### config.mk
export PLATFORM = sky130hd
export DESIGN_NAME = swrb_rem
export DESIGN_NICKNAME = d
export VERILOG_FILES = /design/src/swrb_rem.sv
export SDC_FILE = /design/constraint.sdc
export NUM_CORES = 1
export LEC_CHECK = 0
export CORE_MARGIN = 2
export CORE_UTILIZATION = 51
export CTS_CLUSTER_DIAMETER = 80
export DETAILED_ROUTE_END_ITERATION = 8
export DONT_BUFFER_PORTS = 1
export PLACE_DENSITY_LB_ADDON = 0.05
export SETUP_SLACK_MARGIN = 0.15
export SYNTH_ARGS = -nofsm -noshare
export SYNTH_HDL_FRONTEND = slang
export SYNTH_SLANG_ARGS = --single-unit
### constraint.sdc
create_clock -name clk -period 4.75 [get_ports clk]
set_clock_uncertainty 0.2 [all_clocks]
set_input_delay 0.475 -clock clk [delete_from_list [all_inputs] [get_ports clk]]
set_output_delay 0.475 -clock clk [all_outputs]
set_load 0.05 [all_outputs]
### src/swrb_rem.sv
// Restoring remainder unit: one dividend bit per cycle. Used for slot phase
// and ring position. No dependencies.
module swrb_rem #(
  parameter int DW = 45,
  parameter int SW = 13
) (
  input  logic          clk,
  input  logic          rst,
  input  logic          start,
  input  logic [DW-1:0] dividend,
  input  logic [SW-1:0] divisor,
  output logic          done,
  output logic [SW-1:0] rem
);

  localparam int CW = $clog2(DW + 1);

  logic [DW-1:0] dvd;
  logic [SW-1:0] div;
  logic [CW-1:0] cnt;
  logic          run;
  logic [SW:0]   trial;

  // Shift in the next dividend bit and subtract when it fits.
  assign trial = {rem, dvd[DW-1]};
  assign done  = run && (cnt == '0);

  always_ff @(posedge clk) begin
    if (rst) begin
      run <= 1'b0;
      cnt <= '0;
    end else if (start) begin
      run <= 1'b1;
      cnt <= CW'(DW);
      dvd <= dividend;
      div <= divisor;
      rem <= '0;
    end else if (run && cnt != '0) begin
      cnt <= cnt - 1'b1;
      dvd <= dvd << 1;
      if (trial >= {1'b0, div}) begin
        rem <= SW'(trial - {1'b0, div});
      end else begin
        rem <= SW'(trial);
      end
    end
  end

endmodule

==> summary.txt <==
Run status
  – Status: completed

Power and ir drop
  – Total power: around 0.0016 W
  – Sw Ratio: around 28%
  – Maximum VDD drop: between 0.00015 and 0.0002 V
  – Lkg Pwr: approximately 1.5 nW
  – Pint: roughly 0.0012 W
  – Sw Pwr: about 0.00046 W
  – P per Cell Area: between 300 and 400 nW/um^2
  – Flop pwr share: approximately 54%
  – Combinational power share: roughly 17%
  – Clk pwr share: 29.6%

Clocking
  – TritonCTS clock tree: yes
  – CTS root buf: clkbuf_8
  – Setup Fix Bufs, Post-CTS: 0
  – CTS max path bufs: 2
  – H-tree depth: 3
  – Reg clk slew, reported paths: around 0.090 ns
  – Post-cts resize count: 0
  – Worst-Skew Late Latency: around 0.35 ns
  – CTS sink count: 78
  – Hold buffers post-CTS: 2
  – Total CTS buffers: 9

Placed design
  – Post-DP HPWL: 5140 um
  – Placer Congestion: just under 0.9
  – DP Area: slightly above 4000 um^2
  – Buffers added on ports: 0
  – Cells after DPL: 388

Route
  – DRT Pass-1 Iters: 4
  – Overall via count from detail_route: 2331
  – Vias per cell: 5.67
  – Final wirelength: approximately 7600 um
  – Initial DRC Count: 90
  – Final ANT Viol Nets: 0
  – DR DRC count: 0
  – Average wire per standard cell: roughly 19 um

Hold path
  – Hold Path Cell Cnt: 0
  – Hold EP: div[6]$_DFFE_PP_
  – Hold path start: divisor[6]
  – Hold Crit Class: primary input to register

Synth
  – Post-synth top area cell: edfxtp_1
  – Syn nets: between 300 and 400
  – Simple-gate portion of the synthesized area: just over 7%
  – Total standard cell area after synthesis: roughly 4000 um^2
  – Top FF cell, synth: edfxtp_1
  – Largest family of logic cells by synthesized area: multiplexers
  – XOR/XNOR Fraction of Synth Area: 2.87%
  – Mux contribution to synthesized area: about an eighth
  – Complex-gate fraction of the synthesized area: between 10% and 20%
  – Mean Syn Cell Area: between 10 and 15 um^2
  – Post-Synth Adder-Cell Area: approximately 5.2%
  – Flops & latches, synth: 78
  – Post-synth EDFFs: between 70 and 80
  – Share of the synthesized area in the top cell type: 53.8%
  – Post-synth ARST share: 0%
  – Unique cell type count in the Yosys netlist: 53
  – Synth warn: 0
  – Register area share after synthesis: 57.3%
  – Cells after Synth: 295
  – Top cells by area, synth: edfxtp_1 (54%), mux2_2 (12%), ha_1 (4.7%), dfxtp_1 (3.5%), a21oi_1 (2.4%)

Worst setup path
  – FF-to-FF setup slack: 1.46 ns
  – Crit Path Max Fanout: 11
  – FF-to-FF End: rem[9]$_SDFFCE_PP0P_
  – Worst Path Required: around 4.7 ns
  – Crit path max-delay cell type: o31ai_2
  – CP Capture Type: register
  – Critical path arrival: ~3.2 ns
  – Crit start category: register
  – Cell chain of the critical path: ha_1 > a21oi_1 > and2_1 > a21oi_2 > o31ai_2 > a21oi_4 > o2bb2ai_1
  – Setup Crit Path Kind: register to register
  – CP peak stage delay: 0.93 ns
  – RR Startpoint: rem[4]$_SDFFCE_PP0P_
  – Reg2reg path depth: 7

Timing
  – Crit path time final: between 3 and 4 ns
  – Setup TNS: 0 ns
  – Slew headroom: 17.8%
  – # setup viols final: 0
  – Fin. max-slew vios: 0
  – Share of the clock period used by the worst path: about 69%
  – RSZ-0062 raised after global routing: false
  – Fin. Hold Viols: 0
  – FMAX: approximately 0.30 GHz
  – Slew @ Worst Pin: between 1 and 1.5 ns

Global routing
  – Grt ovf: 0
  – Number of antenna violations at the first check in global routing: 1
  – Largest net degree at the start of global routing: 60
  – First-pass GRT wire length: 12200 um
  – Vias in the first global route: between 2000 and 2500
  – GRT Overall Usage: 18.9%

Floorplan
  – Initial Utilization: ~52%
  – Core area: 7650 um^2
  – Die area: between 8000 and 9000 um^2
  – IO Pins: 75
  – Die X: about 90 um
  – Std cell rows: 32
  – Die H: approximately 92 um

Finish
  – Commonest non-fill, non-tap cell in the layout: edfxtp_1
  – Final net count: between 300 and 400
  – Share of cells above drive strength 1: ~25%
  – Synth-to-layout area growth: 8.33%
  – Post-Layout Cell Count: about 410
  – Design area: 4300 um^2
  – Most frequent cells in the layout: edfxtp_1 (71), mux2_2 (44), a21oi_1 (19), inv_1 (17), ha_1 (15)
  – Inserted Diodes: 0

Run
  – Max Cap Violations: 0
==> cell usage after synthesis, types with 3 or more instances <==
cell        n
inv_1      17
o2bb2ai_1   4
buf_6       3
o21ai_0     7
nand3_1    12
mux2_2     44
clkbuf_1    6
nor3_1     10
xor2_1      6
ha_1       15
a21o_1      6
dfxtp_1     7
xnor2_1     7
nor2_1      9
edfxtp_1   71
a21oi_1    19
nand2_1    10
==> critical path: cells and delay by family, from the launching register on <==
family | cells | cell delay (ns)
and+or+nand+nor | 1 | 0.17
DFF | 1 | 0.65
AOI/OAI and AO/OA | 5 | 1.55
adders and majority gates | 1 | 0.47
==> registers in the layout, indices dropped and copies added, names as in the netlist <==
signal	count
cnt	6
div	13
rem	13
run	1
dvd	45
==> cell families (layout without fill, tap and decap cells) <==
family                   after synthesis  count (layout)
AND/OR/NAND/NOR                       55              55
AO/OA/AOI/OAI                         60              60
buffers and inverters                 29              43
XOR/XNOR                              13              13
adder cells (fa/ha/maj)               16              16
flip-flops                            78              78
multiplexers                          44              44
==> routing by layer <==
metal	routed length, um	up-vias	GRT usage [%]
met5	0	-	0
met4	138	0	8.46
met3	596	14	6.74
met2	3640	64	29.5
met1	3270	1120	23.6
li1	-	1133	-
==> cell type report <==
cell class / count / area [um^2]
inverter: 18 / 67.6
tap: 102 / 128
fill: 664 / 3350
sequential: 78 / 2270
clock inverter: 6 / 60.1
multi-input combinational: 188 / 1560
timing repair buffer: 9 / 85.1
clock buffer: 10 / 128
==> power by group through the flow <==
stage	registers (W)	clock network (W)	logic (W)
3_3_place_gp	0.000900	0	0.000268
6_report	0.000885	0.000488	0.000277
4_1_cts	0.000886	0.000499	0.000274
5_1_grt	0.000892	0.000524	0.000307
2_1_floorplan	0.000892	0	0.000236
3_5_place_dp	0.000901	0	0.000269
==> metrics by stage <==
stage / hold WS [ns] / setup slack [ns] / utilization [%]
after global routing: 0.00114 / 1.28 / 56.2
final: 0.0160 / 1.46 / 56.2
after CTS: 0.00172 / 1.50 / 55.5
after detailed placement: 0.272 / 1.52 / 52.8
after floorplan: 0.246 / 0.514 / -
after global placement: 0.258 / 1.55 / 52.8
==> how the worst max path moves through the flow <==
stage          cells after the start                 start                   end  slack (ns)
6_report                           7  rem[4]$_SDFFCE_PP0P_  rem[9]$_SDFFCE_PP0P_        1.46
5_1_grt                            7  rem[4]$_SDFFCE_PP0P_  rem[1]$_SDFFCE_PP0P_        1.28
4_1_cts                            7  rem[4]$_SDFFCE_PP0P_  rem[5]$_SDFFCE_PP0P_        1.50
3_5_place_dp                       7  rem[4]$_SDFFCE_PP0P_  rem[9]$_SDFFCE_PP0P_        1.52
3_3_place_gp                       7  rem[4]$_SDFFCE_PP0P_  rem[9]$_SDFFCE_PP0P_        1.55
2_1_floorplan                      4                 start  dvd[0]$_SDFFCE_PN0P_        0.51
No activity file was read; power rests on OpenSTA's default activity.
